## src/hw/rtl/cbc_pkg.sv

```systemverilog
// ----------------------------------------------------------------------------
// cbc_pkg: shared types and constants of the colour blob centroid block
// Pixel and result item layouts, configuration register indexes, frame
// summary record and the state encoding of the division sequencer.
// ----------------------------------------------------------------------------
package cbc_pkg;

	localparam int LEVEL_W  = 8;
	localparam int LWIDTH_W = 11;
	localparam int COUNT_W  = 21;
	localparam int SUM_W    = 31;
	localparam int CENTER_W = 10;
	localparam int CFG_IDX_W = 2;

	localparam logic [COUNT_W-1:0] COUNT_MAX = {COUNT_W{1'b1}};
	localparam logic [SUM_W-1:0]   SUM_MAX   = {SUM_W{1'b1}};
	localparam logic [CENTER_W-1:0] CENTER_MAX = {CENTER_W{1'b1}};

	// Configuration register indexes
	localparam logic [CFG_IDX_W-1:0] CFG_BLUE_MIN   = 2'd0;
	localparam logic [CFG_IDX_W-1:0] CFG_GREEN_MAX  = 2'd1;
	localparam logic [CFG_IDX_W-1:0] CFG_RED_MAX    = 2'd2;
	localparam logic [CFG_IDX_W-1:0] CFG_LINE_WIDTH = 2'd3;

	localparam logic [LEVEL_W-1:0]  BLUE_MIN_RST   = 8'd150;
	localparam logic [LEVEL_W-1:0]  GREEN_MAX_RST  = 8'd100;
	localparam logic [LEVEL_W-1:0]  RED_MAX_RST    = 8'd100;
	localparam logic [LWIDTH_W-1:0] LINE_WIDTH_RST = 11'd640;

	// One quotient bit per step
	localparam int DIV_STEPS = SUM_W;
	localparam int DIV_CNT_W = $clog2(DIV_STEPS);

	typedef struct packed {
		logic [LEVEL_W-1:0] blue_level;
		logic [LEVEL_W-1:0] green_level;
		logic [LEVEL_W-1:0] red_level;
		logic               frame_end;
	} pixel_t;

	typedef struct packed {
		logic [CENTER_W-1:0] center_x;
		logic [CENTER_W-1:0] center_y;
		logic [COUNT_W-1:0]  match_count;
		logic                found;
	} result_t;

	typedef struct packed {
		logic [LEVEL_W-1:0]  blue_min;
		logic [LEVEL_W-1:0]  green_max;
		logic [LEVEL_W-1:0]  red_max;
		logic [LWIDTH_W-1:0] line_width;
	} cfg_t;

	typedef struct packed {
		logic [COUNT_W-1:0] hit_count;
		logic [SUM_W-1:0]   column_sum;
		logic [SUM_W-1:0]   row_sum;
	} frame_sum_t;

	typedef struct packed {
		logic full;
		logic empty;
	} q_status_t;

	typedef enum logic [1:0] {
		BK_IDLE,
		BK_DIV,
		BK_DONE
	} back_state_t;

endpackage

```

## src/hw/rtl/color_blob_centroid.sv

```systemverilog
// ----------------------------------------------------------------------------
// color_blob_centroid: colour threshold blob centroid over a raster frame
// Top level: configuration registers, accumulating front, summary queue and
// centroid division back end.
// ----------------------------------------------------------------------------
// Usage
// Pixels enter on the pix channel in raster order, one item per clock at
// most, with frame_end set on the last pixel of each frame. A pixel matches
// when its blue level exceeds blue_min and its green and red levels are
// below green_max and red_max. At the end of a frame one result item leaves
// on the res channel with the truncated mean column and row of the matching
// pixels, their count and a found flag; no other pixel produces a result.
// Throughput is one pixel per cycle while pix_stall is low. If the divider
// is free, the summary enters the queue at the edge accepting the last
// pixel, then the divider loads from the queue, runs bit-serially and the
// result register loads. Summaries of up to two finished frames wait in
// the queue while the divider is busy; only when it is full does pix_stall
// rise. A stalled result holds in the output register and the divider
// halts with the next centroid until the register frees. Reset restores
// the default thresholds and line width of 640 and clears positions, sums
// and queue. Configuration is written through cfg_we, cfg_index and
// cfg_data while the block is idle, a rule on the user that is not enforced.
// ----------------------------------------------------------------------------
module color_blob_centroid #(
	parameter int MAX_LINE = 1024,
	parameter int MAX_ROWS = 1024
) (
	input  logic                              clk,
	input  logic                              arst_n,
	input  logic                              cfg_we,
	input  logic [cbc_pkg::CFG_IDX_W-1:0]     cfg_index,
	input  logic [cbc_pkg::LWIDTH_W-1:0]      cfg_data,
	input  cbc_pkg::pixel_t                   pix,
	input  logic                              pix_valid,
	output logic                              pix_stall,
	output cbc_pkg::result_t                  res,
	output logic                              res_valid,
	input  logic                              res_stall
);

	cbc_pkg::cfg_t       cfg_q;
	cbc_pkg::q_status_t  q_stat;
	cbc_pkg::frame_sum_t push_data;
	cbc_pkg::frame_sum_t pop_data;
	logic                push;
	logic                pop;

	// Configuration registers; every index of the port maps to one register.
	always_ff @(posedge clk or negedge arst_n) begin
		if (!arst_n) begin
			cfg_q.blue_min   <= cbc_pkg::BLUE_MIN_RST;
			cfg_q.green_max  <= cbc_pkg::GREEN_MAX_RST;
			cfg_q.red_max    <= cbc_pkg::RED_MAX_RST;
			cfg_q.line_width <= cbc_pkg::LINE_WIDTH_RST;
		end else if (cfg_we) begin
			unique case (cfg_index)
				cbc_pkg::CFG_BLUE_MIN:   cfg_q.blue_min   <= cfg_data[cbc_pkg::LEVEL_W-1:0];
				cbc_pkg::CFG_GREEN_MAX:  cfg_q.green_max  <= cfg_data[cbc_pkg::LEVEL_W-1:0];
				cbc_pkg::CFG_RED_MAX:    cfg_q.red_max    <= cfg_data[cbc_pkg::LEVEL_W-1:0];
				cbc_pkg::CFG_LINE_WIDTH: cfg_q.line_width <= cfg_data;
				default: ;
			endcase
		end
	end

	// The front keeps counting pixels of the next frame while the back end
	// is still dividing the previous one.
	cbc_front #(
		.MAX_LINE(MAX_LINE),
		.MAX_ROWS(MAX_ROWS)
	) u_front (
		.clk      (clk),
		.arst_n   (arst_n),
		.cfg      (cfg_q),
		.pix      (pix),
		.pix_valid(pix_valid),
		.pix_stall(pix_stall),
		.q_stat   (q_stat),
		.push     (push),
		.push_data(push_data)
	);

	cbc_queue #(
		.DEPTH(2)
	) u_queue (
		.clk      (clk),
		.arst_n   (arst_n),
		.push     (push),
		.push_data(push_data),
		.pop      (pop),
		.pop_data (pop_data),
		.stat     (q_stat)
	);

	cbc_back u_back (
		.clk      (clk),
		.arst_n   (arst_n),
		.pop_data (pop_data),
		.q_stat   (q_stat),
		.pop      (pop),
		.res      (res),
		.res_valid(res_valid),
		.res_stall(res_stall)
	);

endmodule

```

## src/hw/rtl/cbc_front.sv

```systemverilog
// ----------------------------------------------------------------------------
// cbc_front: pixel classification and frame accumulation
// Tests each pixel against the thresholds, tracks the raster position and
// keeps the saturating count and coordinate sums. Hands a summary record to
// the queue on the last pixel of a frame and clears for the next one.
// ----------------------------------------------------------------------------
module cbc_front #(
	parameter int MAX_LINE = 1024,
	parameter int MAX_ROWS = 1024
) (
	input  logic                clk,
	input  logic                arst_n,
	input  cbc_pkg::cfg_t       cfg,
	input  cbc_pkg::pixel_t     pix,
	input  logic                pix_valid,
	output logic                pix_stall,
	input  cbc_pkg::q_status_t  q_stat,
	output logic                push,
	output cbc_pkg::frame_sum_t push_data
);

	localparam int CW = $clog2(MAX_LINE);
	localparam int RW = $clog2(MAX_ROWS);
	localparam int WW = (CW + 1 > cbc_pkg::LWIDTH_W) ? CW + 1 : cbc_pkg::LWIDTH_W;

	logic [CW-1:0]               col_q;
	logic [RW-1:0]               row_q;
	logic [cbc_pkg::COUNT_W-1:0] cnt_q;
	logic [cbc_pkg::SUM_W-1:0]   col_sum_q;
	logic [cbc_pkg::SUM_W-1:0]   row_sum_q;

	logic                        acc;
	logic                        match;
	logic [cbc_pkg::COUNT_W-1:0] cnt_nx;
	logic [cbc_pkg::SUM_W-1:0]   col_sum_nx;
	logic [cbc_pkg::SUM_W-1:0]   row_sum_nx;
	logic [cbc_pkg::SUM_W:0]     col_add;
	logic [cbc_pkg::SUM_W:0]     row_add;
	logic [WW-1:0]               lw_ext;
	logic [WW-1:0]               w_eff;
	logic                        row_wrap;

	// The queue only fills if frames end faster than the divider drains them.
	assign pix_stall = q_stat.full;
	assign acc       = pix_valid && !pix_stall;

	assign match = (pix.blue_level > cfg.blue_min) && (pix.green_level < cfg.green_max)
		&& (pix.red_level < cfg.red_max);

	assign col_add = {1'b0, col_sum_q} + (cbc_pkg::SUM_W + 1)'(col_q);
	assign row_add = {1'b0, row_sum_q} + (cbc_pkg::SUM_W + 1)'(row_q);

	always_comb begin
		cnt_nx     = cnt_q;
		col_sum_nx = col_sum_q;
		row_sum_nx = row_sum_q;
		if (match) begin
			cnt_nx     = (cnt_q == cbc_pkg::COUNT_MAX) ? cnt_q : cnt_q + 1'b1;
			col_sum_nx = col_add[cbc_pkg::SUM_W] ? cbc_pkg::SUM_MAX
				: col_add[cbc_pkg::SUM_W-1:0];
			row_sum_nx = row_add[cbc_pkg::SUM_W] ? cbc_pkg::SUM_MAX
				: row_add[cbc_pkg::SUM_W-1:0];
		end
	end

	// Effective line width, clamped to 1 .. MAX_LINE
	assign lw_ext = WW'(cfg.line_width);
	always_comb begin
		priority if (lw_ext == '0) begin
			w_eff = WW'(1);
		end else if (lw_ext > WW'(MAX_LINE)) begin
			w_eff = WW'(MAX_LINE);
		end else begin
			w_eff = lw_ext;
		end
	end

	assign row_wrap = (WW'(col_q) + WW'(1)) >= w_eff;

	assign push                 = acc && pix.frame_end;
	assign push_data.hit_count  = cnt_nx;
	assign push_data.column_sum = col_sum_nx;
	assign push_data.row_sum    = row_sum_nx;

	always_ff @(posedge clk or negedge arst_n) begin
		if (!arst_n) begin
			col_q     <= '0;
			row_q     <= '0;
			cnt_q     <= '0;
			col_sum_q <= '0;
			row_sum_q <= '0;
		end else if (acc) begin
			if (pix.frame_end) begin
				col_q     <= '0;
				row_q     <= '0;
				cnt_q     <= '0;
				col_sum_q <= '0;
				row_sum_q <= '0;
			end else begin
				cnt_q     <= cnt_nx;
				col_sum_q <= col_sum_nx;
				row_sum_q <= row_sum_nx;
				if (row_wrap) begin
					col_q <= '0;
					if (row_q != RW'(MAX_ROWS - 1)) begin
						row_q <= row_q + 1'b1;
					end
				end else begin
					col_q <= col_q + 1'b1;
				end
			end
		end
	end

	a_clear_after_end: assert property (@(posedge clk) disable iff (!arst_n)
		push |=> (cnt_q == '0) && (col_q == '0) && (row_q == '0))
		else $error("frame state not cleared after last pixel");

	a_column_in_line: assert property (@(posedge clk) disable iff (!arst_n)
		(CW + 1)'(col_q) < (CW + 1)'(MAX_LINE))
		else $error("column position beyond maximum line");

endmodule

```

## src/hw/rtl/cbc_queue.sv

```systemverilog
// ----------------------------------------------------------------------------
// cbc_queue: short queue of frame summary records
// Decouples the accumulating front from the division back end.
// ----------------------------------------------------------------------------
module cbc_queue #(
	parameter int DEPTH = 2
) (
	input  logic                clk,
	input  logic                arst_n,
	input  logic                push,
	input  cbc_pkg::frame_sum_t push_data,
	input  logic                pop,
	output cbc_pkg::frame_sum_t pop_data,
	output cbc_pkg::q_status_t  stat
);

	localparam int PW = (DEPTH > 1) ? $clog2(DEPTH) : 1;
	localparam int NW = $clog2(DEPTH + 1);

	cbc_pkg::frame_sum_t entry_q [DEPTH];
	logic [PW-1:0] wr_ptr_q;
	logic [PW-1:0] rd_ptr_q;
	logic [NW-1:0] fill_q;

	assign stat.full  = (fill_q == NW'(DEPTH));
	assign stat.empty = (fill_q == '0);
	assign pop_data   = entry_q[rd_ptr_q];

	always_ff @(posedge clk) begin
		if (push) begin
			entry_q[wr_ptr_q] <= push_data;
		end
	end

	always_ff @(posedge clk or negedge arst_n) begin
		if (!arst_n) begin
			wr_ptr_q <= '0;
			rd_ptr_q <= '0;
			fill_q   <= '0;
		end else begin
			if (push) begin
				wr_ptr_q <= (wr_ptr_q == PW'(DEPTH - 1)) ? '0 : wr_ptr_q + 1'b1;
			end
			if (pop) begin
				rd_ptr_q <= (rd_ptr_q == PW'(DEPTH - 1)) ? '0 : rd_ptr_q + 1'b1;
			end
			if (push && !pop) begin
				fill_q <= fill_q + 1'b1;
			end else if (pop && !push) begin
				fill_q <= fill_q - 1'b1;
			end
		end
	end

	a_no_overrun: assert property (@(posedge clk) disable iff (!arst_n)
		!(push && stat.full) && !(pop && stat.empty))
		else $error("queue pushed when full or popped when empty");

endmodule

```

## src/hw/rtl/cbc_back.sv

```systemverilog
// ----------------------------------------------------------------------------
// cbc_back: centroid division and result register
// Takes one frame summary, divides both coordinate sums by the count with a
// pair of restoring dividers (one quotient bit per cycle) and loads the
// saturated centroid into the result register.
// ----------------------------------------------------------------------------
module cbc_back (
	input  logic                clk,
	input  logic                arst_n,
	input  cbc_pkg::frame_sum_t pop_data,
	input  cbc_pkg::q_status_t  q_stat,
	output logic                pop,
	output cbc_pkg::result_t    res,
	output logic                res_valid,
	input  logic                res_stall
);

	cbc_pkg::back_state_t state_q;
	cbc_pkg::back_state_t state_nx;

	logic [cbc_pkg::DIV_CNT_W-1:0] step_q;
	logic [cbc_pkg::COUNT_W-1:0]   div_q;
	logic [cbc_pkg::SUM_W-1:0]     num_x_q;
	logic [cbc_pkg::SUM_W-1:0]     num_y_q;
	logic [cbc_pkg::COUNT_W-1:0]   rem_x_q;
	logic [cbc_pkg::COUNT_W-1:0]   rem_y_q;
	cbc_pkg::result_t              res_q;
	logic                          res_valid_q;

	logic load_en;
	logic step_en;
	logic res_load;
	logic res_room;

	logic [cbc_pkg::COUNT_W:0] sh_x;
	logic [cbc_pkg::COUNT_W:0] sh_y;
	logic [cbc_pkg::COUNT_W:0] diff_x;
	logic [cbc_pkg::COUNT_W:0] diff_y;
	logic                      qbit_x;
	logic                      qbit_y;
	logic                      found;

	assign res_room = !res_valid_q || !res_stall;

	always_comb begin
		state_nx = state_q;
		unique case (state_q)
			cbc_pkg::BK_IDLE: begin
				if (!q_stat.empty) state_nx = cbc_pkg::BK_DIV;
			end
			cbc_pkg::BK_DIV: begin
				if (step_q == cbc_pkg::DIV_CNT_W'(cbc_pkg::DIV_STEPS - 1)) begin
					state_nx = cbc_pkg::BK_DONE;
				end
			end
			cbc_pkg::BK_DONE: begin
				if (res_room) state_nx = cbc_pkg::BK_IDLE;
			end
			default: state_nx = cbc_pkg::BK_IDLE;
		endcase
	end

	always_comb begin
		load_en  = 1'b0;
		step_en  = 1'b0;
		res_load = 1'b0;
		unique case (state_q)
			cbc_pkg::BK_IDLE: load_en  = !q_stat.empty;
			cbc_pkg::BK_DIV:  step_en  = 1'b1;
			cbc_pkg::BK_DONE: res_load = res_room;
			default: ;
		endcase
	end

	assign pop = load_en;

	// Restoring division step for both coordinates
	assign sh_x   = {rem_x_q, num_x_q[cbc_pkg::SUM_W-1]};
	assign sh_y   = {rem_y_q, num_y_q[cbc_pkg::SUM_W-1]};
	assign diff_x = sh_x - {1'b0, div_q};
	assign diff_y = sh_y - {1'b0, div_q};
	assign qbit_x = sh_x >= {1'b0, div_q};
	assign qbit_y = sh_y >= {1'b0, div_q};

	assign found = (div_q != '0);

	always_ff @(posedge clk) begin
		if (load_en) begin
			div_q   <= pop_data.hit_count;
			num_x_q <= pop_data.column_sum;
			num_y_q <= pop_data.row_sum;
			rem_x_q <= '0;
			rem_y_q <= '0;
		end else if (step_en) begin
			rem_x_q <= qbit_x ? diff_x[cbc_pkg::COUNT_W-1:0] : sh_x[cbc_pkg::COUNT_W-1:0];
			rem_y_q <= qbit_y ? diff_y[cbc_pkg::COUNT_W-1:0] : sh_y[cbc_pkg::COUNT_W-1:0];
			num_x_q <= {num_x_q[cbc_pkg::SUM_W-2:0], qbit_x};
			num_y_q <= {num_y_q[cbc_pkg::SUM_W-2:0], qbit_y};
		end
		if (res_load) begin
			res_q.found       <= found;
			res_q.match_count <= div_q;
			if (!found) begin
				res_q.center_x <= '0;
				res_q.center_y <= '0;
			end else begin
				res_q.center_x <= (|num_x_q[cbc_pkg::SUM_W-1:cbc_pkg::CENTER_W])
					? cbc_pkg::CENTER_MAX : num_x_q[cbc_pkg::CENTER_W-1:0];
				res_q.center_y <= (|num_y_q[cbc_pkg::SUM_W-1:cbc_pkg::CENTER_W])
					? cbc_pkg::CENTER_MAX : num_y_q[cbc_pkg::CENTER_W-1:0];
			end
		end
	end

	always_ff @(posedge clk or negedge arst_n) begin
		if (!arst_n) begin
			state_q     <= cbc_pkg::BK_IDLE;
			step_q      <= '0;
			res_valid_q <= 1'b0;
		end else begin
			state_q <= state_nx;
			if (load_en) begin
				step_q <= '0;
			end else if (step_en) begin
				step_q <= step_q + 1'b1;
			end
			if (res_load) begin
				res_valid_q <= 1'b1;
			end else if (!res_stall) begin
				res_valid_q <= 1'b0;
			end
		end
	end

	assign res       = res_q;
	assign res_valid = res_valid_q;

	a_result_from_done: assert property (@(posedge clk) disable iff (!arst_n)
		res_load |-> (state_q == cbc_pkg::BK_DONE)
			&& ($past(state_q) == cbc_pkg::BK_DIV || $past(state_q) == cbc_pkg::BK_DONE))
		else $error("result loaded outside the end of a division");

	a_empty_frame_zero: assert property (@(posedge clk) disable iff (!arst_n)
		(res_valid && !res.found) |-> (res.center_x == '0) && (res.center_y == '0)
			&& (res.match_count == '0))
		else $error("frame without matches reports a centroid");

endmodule

```

## config.mk

```make
export PLATFORM = sky130hd
export DESIGN_NAME = color_blob_centroid
export DESIGN_NICKNAME = d
export VERILOG_FILES = /design/src/hw/rtl/cbc_pkg.sv /design/src/hw/rtl/color_blob_centroid.sv /design/src/hw/rtl/cbc_front.sv /design/src/hw/rtl/cbc_queue.sv /design/src/hw/rtl/cbc_back.sv
export SDC_FILE = /design/constraint.sdc
export NUM_CORES = 1
export LEC_CHECK = 0
export BUFFER_PORTS_ARGS = -buffer_cell sky130_fd_sc_hd__buf_2
export CORE_ASPECT_RATIO = 0.75
export CORE_UTILIZATION = 45
export DETAILED_ROUTE_END_ITERATION = 10
export PLACE_DENSITY = 0.61
export SETUP_SLACK_MARGIN = 0.5
export SLEW_MARGIN = 15
export SYNTH_ARGS = -nofsm -noshare
export SYNTH_HDL_FRONTEND = slang
export SYNTH_HIERARCHICAL = 1
export SYNTH_SLANG_ARGS = --single-unit
```

## constraint.sdc

```tcl
create_clock -name clk -period 12.1 [get_ports clk]
set_input_delay 0 -clock clk [delete_from_list [all_inputs] [get_ports clk]]
set_output_delay 0 -clock clk [all_outputs]
set_load 0.1 [all_outputs]
```

==> metrics.txt, run 1 <==
CTS resizes=0; DP Wirelength=44400 um; Arr. time, crit path=4.35 ns; Worst Tran Pin Value=1.03 ns; Post-Syn Instances=2357; ys flop type=edfxtp_1; startpoint types=flip-flop; fin. max-slew vios=0; crit-path cells=nor2b_1 > nor2b_4 > buf_4 > nand2_1 > inv_1 > nor2b_4 > buf_4; data required time at the worst endpoint=approximately 12 ns; CTS Sinks=between 400 and 500; Slew headroom=0.307; Clock transition at path regs=roughly 0.06 ns; failing checks=hold timing; P_leak=0.0116 uW; DRC Markers=0; P&R area growth vs syn=11.4%; Min Hold Slack=-0.0127 ns; syn_nets=2505; CTS Buf Count=49; routed vias=between 15k and 20k; Syn Area/Cell=approximately 11 um2; crit-path max cell delay=0.79 ns; fraction of registers with async set/reset=0.311; first-pass GRT wire length=~100000 um; core box area=around 0.056 mm2; max-cap violation count=0; CTS max path bufs=3; EDFF count, synth=291; power density over the cells=229 mW/mm2; drt first pass iters=6; Setup Buffers After CTS=0; synth warn=6; layout cell share with drive strength beyond 1=0.150; post-cts hold buffer count=19; Placement Setup Slack=between 8 and 9 ns; most common cell after layout, fill and taps aside=nand2_1; die width=277 um; Detailed Route Iter0 Violations=2010; setup TNS=0 ns; critical path capture point=u_queue/entry_q[0][42]; worst r2r src=u_queue/fill_q[1]; Crit Path Max Fanout=67; GP Congestion=0.890; DP Area=roughly 0.027 mm2; H-tree depth=2; vias per inst=a little under 6; total grt overflow=0; status=finished, violations left; class of the worst hold path=in2async; I/O pin cnt=between 80 and 90; FF+latch area=between 0.01 and 0.015 mm2; # setup viols final=0; Yosys reg bits=483; gr usage total=0.219; clk root buf=clkbuf_16; FP Rows=75; worst reg2reg path depth=7; Worst path slowest cell=buf_4; Crit Reg-Reg Endpoint=u_queue/entry_q[0][42]; Pwr Total=roughly 6500 uW; WL final=64000 um; synth unique cells=92; Initial Utilization=0.457; post-route ant nets=0; Wirelength per Cell=roughly 20 um; period utilization=0.342; largest net degree at the start of global routing=77; Clk Latency, worst-skew pair=around 0.62 ns; post-route setup slack=7.97 ns; Die Ht=208 um; Peak Freq=242 MHz; final critical-path required period=4.13 ns; commonest non-fill, non-tap cells in the layout=365 x nand2_1, 291 x edfxtp_1, 137 x dfrtp_1; Worst Setup End Kind=flip-flop; post-synthesis sequential area ratio=0.522; unrepaired setup endpoints after global routing=no; Stages on worst setup path=7; final hold viol count=3; CP Buf/Inv Count=3; clock skew=between 0.03 and 0.04 ns; Layout fillers=between 4k and 5k; Post-Layout Inst Area=0.0285 mm2; WS Path Type=reg2reg; nets=2566; CP startpoint=u_queue/fill_q[1]; Worst R2R Setup Slack=~8 ns; CTS tree=done; # port buffers=86; synthesized area=approximately 0.026 mm2; full die area=0.0578 mm2; Worst VDD drop=between 100 and 150 uV; Multi-input gate area=0.0114 mm2; initial antenna violation count=2; vias in the first global route=roughly 17k; final core occ=0.509; CP delay by family, top=buffers and inverters
## Yosys cell counts (all sizes together), types with 7 or more instances
library cell,instances,area share
nor2b,13,0.0032
a22o,10,0.0034
dfstp,12,0.012
and3,35,0.0086
a32o,7,0.0027
and4,28,0.0097
a31oi,37,0.0093
mux2i,24,0.0094
or3,11,0.0027
a31o,9,0.0031
nand3,58,0.012
nor3,58,0.012
xor2,38,0.013
o21a,36,0.011
xnor2,62,0.021
a22oi,7,0.0021
a221o,7,0.0028
a41oi,7,0.0024
a311oi,9,0.0031
nor2,120,0.018
buf,36,0.0095
a211oi,14,0.0045
edfxtp,291,0.34
dfrtp,138,0.14
nor4,39,0.011
nand2b,30,0.0073
dfxtp,42,0.033
o211ai,9,0.0028
or4,11,0.0034
a21o,27,0.0079
nand4,37,0.0090
a21oi,105,0.021
nand2,365,0.054
clkbuf,83,0.012
ha,101,0.049
o21ai,119,0.023
mux2,125,0.064
inv,87,0.013
and2,20,0.0049
o311ai,9,0.0031
## how the worst min path moves through the flow
| stage | start | endpoint | cells past startpoint |
|---|---|---|---|
| 2_1_floorplan | arst_n | cfg_q[0] | 0 |
| 3_3_place_gp | arst_n | cfg_q[33] | 1 |
| 3_5_place_dp | arst_n | cfg_q[33] | 1 |
| 4_1_cts | arst_n | cfg_q[33] | 2 |
| 5_1_grt | arst_n | cfg_q[33] | 2 |
| 6_report | arst_n | cfg_q[33] | 2 |
## final cells by class
class | instances | area share
repair buffers | 129 | 0.0283
clock buffers | 66 | 0.0477
diodes | 1 | 0.0000878
clock inverters | 26 | 0.0120
multi-input cells | 1667 | 0.400
flip-flops and latches | 483 | 0.468
inverters | 88 | 0.0116
well taps | 731 | 0.0321
## metal layers
layer	vias to the layer above	routed length (um)	share of wire	GRT usage
li1	8800	-	-	-
met1	9147	33300	0.52	0.364
met2	612	24800	0.39	0.289
met3	80	4850	0.076	0.0373
met4	2	1020	0.016	0.0487
met5	-	13	0.00020	0
## logic make-up (layout without fill, tap and decap cells)
family          count (synthesis)  after routing  synth area share
xor+xnor                      100            100            0.0342
buf+inv                       207            309            0.0347
simple gates                  843            843             0.161
flops                         483            483             0.522
other cells                     0              1                 0
mux                           149            149            0.0732
compound gates                470            470             0.122
fa+ha+maj                     105            105            0.0525
## per-stage QoR
stage | cells | hold slack (ns)
after detailed placement | 3079 | 0.0840
final | 3191 | -0.0127
after floorplan | 2357 | -0.296
after global routing | 3190 | 0.0579
after global placement | 3079 | 0.0777
after CTS | 3190 | 0.0146
## power by group
| group | switching [uW] | leakage, uW | internal (uW) | total (uW) |
|---|---|---|---|---|
| combinational | 1400 | 0.00581 | 957 | 2350 |
| sequential | 299 | 0.00500 | 2270 | 2570 |
| clock | 672 | 0.000829 | 927 | 1600 |
| total | 2370 | 0.0116 | 4150 | 6520 |
## registers in the layout (all words and copies together), names as in the netlist, 31 cells and up
| name | flops |
|---|---|
| u_back/res | 42 |
| u_front/row_sum_q | 31 |
| u_front/col_sum_q | 31 |
| u_back/num_x_q | 31 |
| cfg_q | 35 |
| u_queue/entry_q | 166 |
| u_back/num_y_q | 31 |
Note: power is estimated with default switching activity, not from simulation.
==> run 2: changes to the inputs <==
--- a/config.mk
+++ b/config.mk
@@ -5,6 +5,7 @@
 export SDC_FILE = /design/constraint.sdc
 export NUM_CORES = 1
 export LEC_CHECK = 0
+export ABC_AREA = 1
 export BUFFER_PORTS_ARGS = -buffer_cell sky130_fd_sc_hd__buf_2
 export CORE_ASPECT_RATIO = 0.75
 export CORE_UTILIZATION = 45
==> constraint.sdc (replaced) <==
create_clock -name clk -period 4 [get_ports clk]
set_input_delay 0 -clock clk [delete_from_list [all_inputs] [get_ports clk]]
set_output_delay 0 -clock clk [all_outputs]
set_load 0.1 [all_outputs]
==> metrics.txt, run 2 <==
routed vias=22.4k; syn_nets=3566; Layout fillers=5862; Pwr Total=21800 uW; EDFF count, synth=291; Largest Register=u_queue/entry_q; core box area=0.0622 mm2; DP Area=roughly 0.030 mm2; Worst Tran Pin Value=1.16 ns; most common cell after layout, fill and taps aside=nand2_1; WS Path Type=reg2reg; vias per inst=5.13; drt first pass iters=5; Multi-input gate area=0.0126 mm2; period utilization=0.810; # port buffers=86; Synth top area share=0.308; CTS max path bufs=3; full die area=0.0640 mm2; # setup viols final=0; power density over the cells=693 mW/mm2; WL final=72100 um; DP Wirelength=51300 um; switch share=0.400; post-synthesis sequential area ratio=0.471; data required time at the worst endpoint=4.29 ns; max-cap violation count=0; Wirelength per Cell=16.5 um; Worst Setup End Kind=flip-flop; unrepaired setup endpoints after global routing=no; synthesized area=roughly 0.028 mm2; Worst VDD drop=411 uV; setup TNS=0 ns; total grt overflow=0; Post-Layout Inst Area=0.0315 mm2; CTS tree=done; Clk network pwr share=0.220; commonest non-fill, non-tap cells in the layout=1112 x nand2_1, 475 x inv_1, 291 x nand3_1, 291 x edfxtp_1, 170 x nor2_1; diode count=0; H-tree depth=2; initial antenna violation count=0; first-pass GRT wire length=approximately 120000 um; ys flop type=edfxtp_1; Clock transition at path regs=0.06 ns; startpoint types=flip-flop; fin. max-slew vios=0; Int Pwr=13100 uW; Die Ht=around 220 um; clk root buf=clkbuf_16; FP Rows=between 70 and 80; fraction of registers with async set/reset=0.311; Post-Syn Instances=3418; worst reg2reg path depth=7; P&R area growth vs syn=11.0%; FF+latch area=0.0134 mm2; status=finished, final reports clean; Crit Path Max Fanout=40; P_leak=0.0147 uW; CTS Buf Count=51; class of the worst hold path=in2async; Slew headroom=0.227; Psw=8720 uW; synth unique cells=53; sequential share of power=0.367; final critical-path required period=about 3.2 ns; most common cell in the netlist=nand2_1; die width=roughly 290 um; max FFs per register=approximately 170; DRC Markers=0; GP Congestion=0.937; leading area contributor after synthesis=edfxtp_1; nets=3662; final hold viol count=0; top cells by count, synth=1113 x nand2_1, 478 x inv_1, 291 x edfxtp_1, 291 x nand3_1, 173 x nor2_1; post-route ant nets=0; vias in the first global route=21.1k; Area contributors post-synth=edfxtp_1 31%, nand2_1 15%, dfrtp_1 12%, inv_1 6.3%, nand3_1 5.1%; CTS Sinks=483; combinational share of power=0.413; Yosys reg bits=483; layout cell share with drive strength beyond 1=0.109; Detailed Route Iter0 Violations=1945; largest net degree at the start of global routing=82; Syn Area/Cell=8.30 um2; Peak Freq=309 MHz; Initial Utilization=0.456; gr usage total=0.228; I/O pin cnt=87; clock skew=~0.042 ns; Arr. time, crit path=about 3.5 ns; Min Hold Slack=0.0163 ns; Clk Latency, worst-skew pair=0.62 ns; synth warn=6
[run 2: changes by cell type in the layout (fill, tap and decap cells not counted), moves of 29 or more]
cell	change
and3_1	-34
a31oi_1	-34
mux2_2	-42
nand4_1	+67
nand3_1	+234
nand2b_1	-29
and2_1	+30
nand2_1	+747
a21oi_1	-41
inv_1	+390
xnor2_1	-44
nor2_1	+51
[run 2: worst paths after layout]
| check | from | endpoint | slack, ns |
|---|---|---|---|
| worst max-delay path | u_queue/fill_q[0] | u_queue/entry_q[0][22] | 0.76 |
| worst min-delay path | arst_n | u_front/row_sum_q[13] | 0.02 |
| worst max register to register | u_queue/fill_q[0] | u_queue/entry_q[0][22] | 0.76 |
| worst min register to register | u_back/div_q[12] | u_back/res[13] | 0.45 |
| max in group asynchronous | arst_n | cfg_q[21] | 3.01 |
| min in group clk | cfg_data[5] | cfg_q[32] | 0.27 |
[run 2: critical path, cell delays in order (launching register included)]
cell and delay, ns:
dfrtp_1 0.43, nor2_1 0.12, nor2_4 0.89, inv_2 0.10, nor2_1 0.29, inv_1 0.13, nor2_4 0.62, buf_4 0.33
[run 2: kinds of logic after synthesis]
kind of cell,count (synthesis),share of synthesized area
AOI/OAI and AO/OA,240,0.0479
xor gates and xnor gates,56,0.0173
adders and majority gates,105,0.0474
buffers and inverters,591,0.0871
DFF,483,0.471
muxes,84,0.0413
and+or+nand+nor,1859,0.288
[run 2: power groups by stage]
stage	logic, uW	clock network, uW	registers, uW
final	9000	4810	8010
after global routing	10200	5110	8160
after CTS	9010	4920	7990
after detailed placement	8950	0	8070
after global placement	8870	0	8070
after floorplan	7070	0	7780
[run 2: stage by stage]
step	worst slack, ns	std cells	utilization
2_1_floorplan	0.602	3418	-
3_3_place_gp	0.845	4243	0.475
3_5_place_dp	0.771	4243	0.475
4_1_cts	0.770	4366	0.506
5_1_grt	0.513	4366	0.506
6_report	0.761	4366	0.506
[run 2: layer usage]
metal	global-route usage	wire length [um]
met5	0	0
met4	0.0667	1800
met3	0.0271	3720
met2	0.344	30600
met1	0.343	35900
[run 2: layout make-up]
type / count / share of cell area
Sequential cell: 483 / 0.424
Timing Repair Buffer: 142 / 0.0314
Tap cell: 810 / 0.0322
Multi-Input combinational cell: 2344 / 0.400
Clock inverter: 31 / 0.0109
Inverter: 492 / 0.0590
Clock buffer: 64 / 0.0424
[run 2: repair_timing]
| action | 4_1_cts | 5_1_grt |
|---|---|---|
| setup buffers | 0 | 0 |
| gates resized for setup | 0 | 3 |
| endpoints found under the setup margin | 0 | 20 |
| hold buffers | 28 | 0 |
| hold endpoints to repair | 133 | 0 |
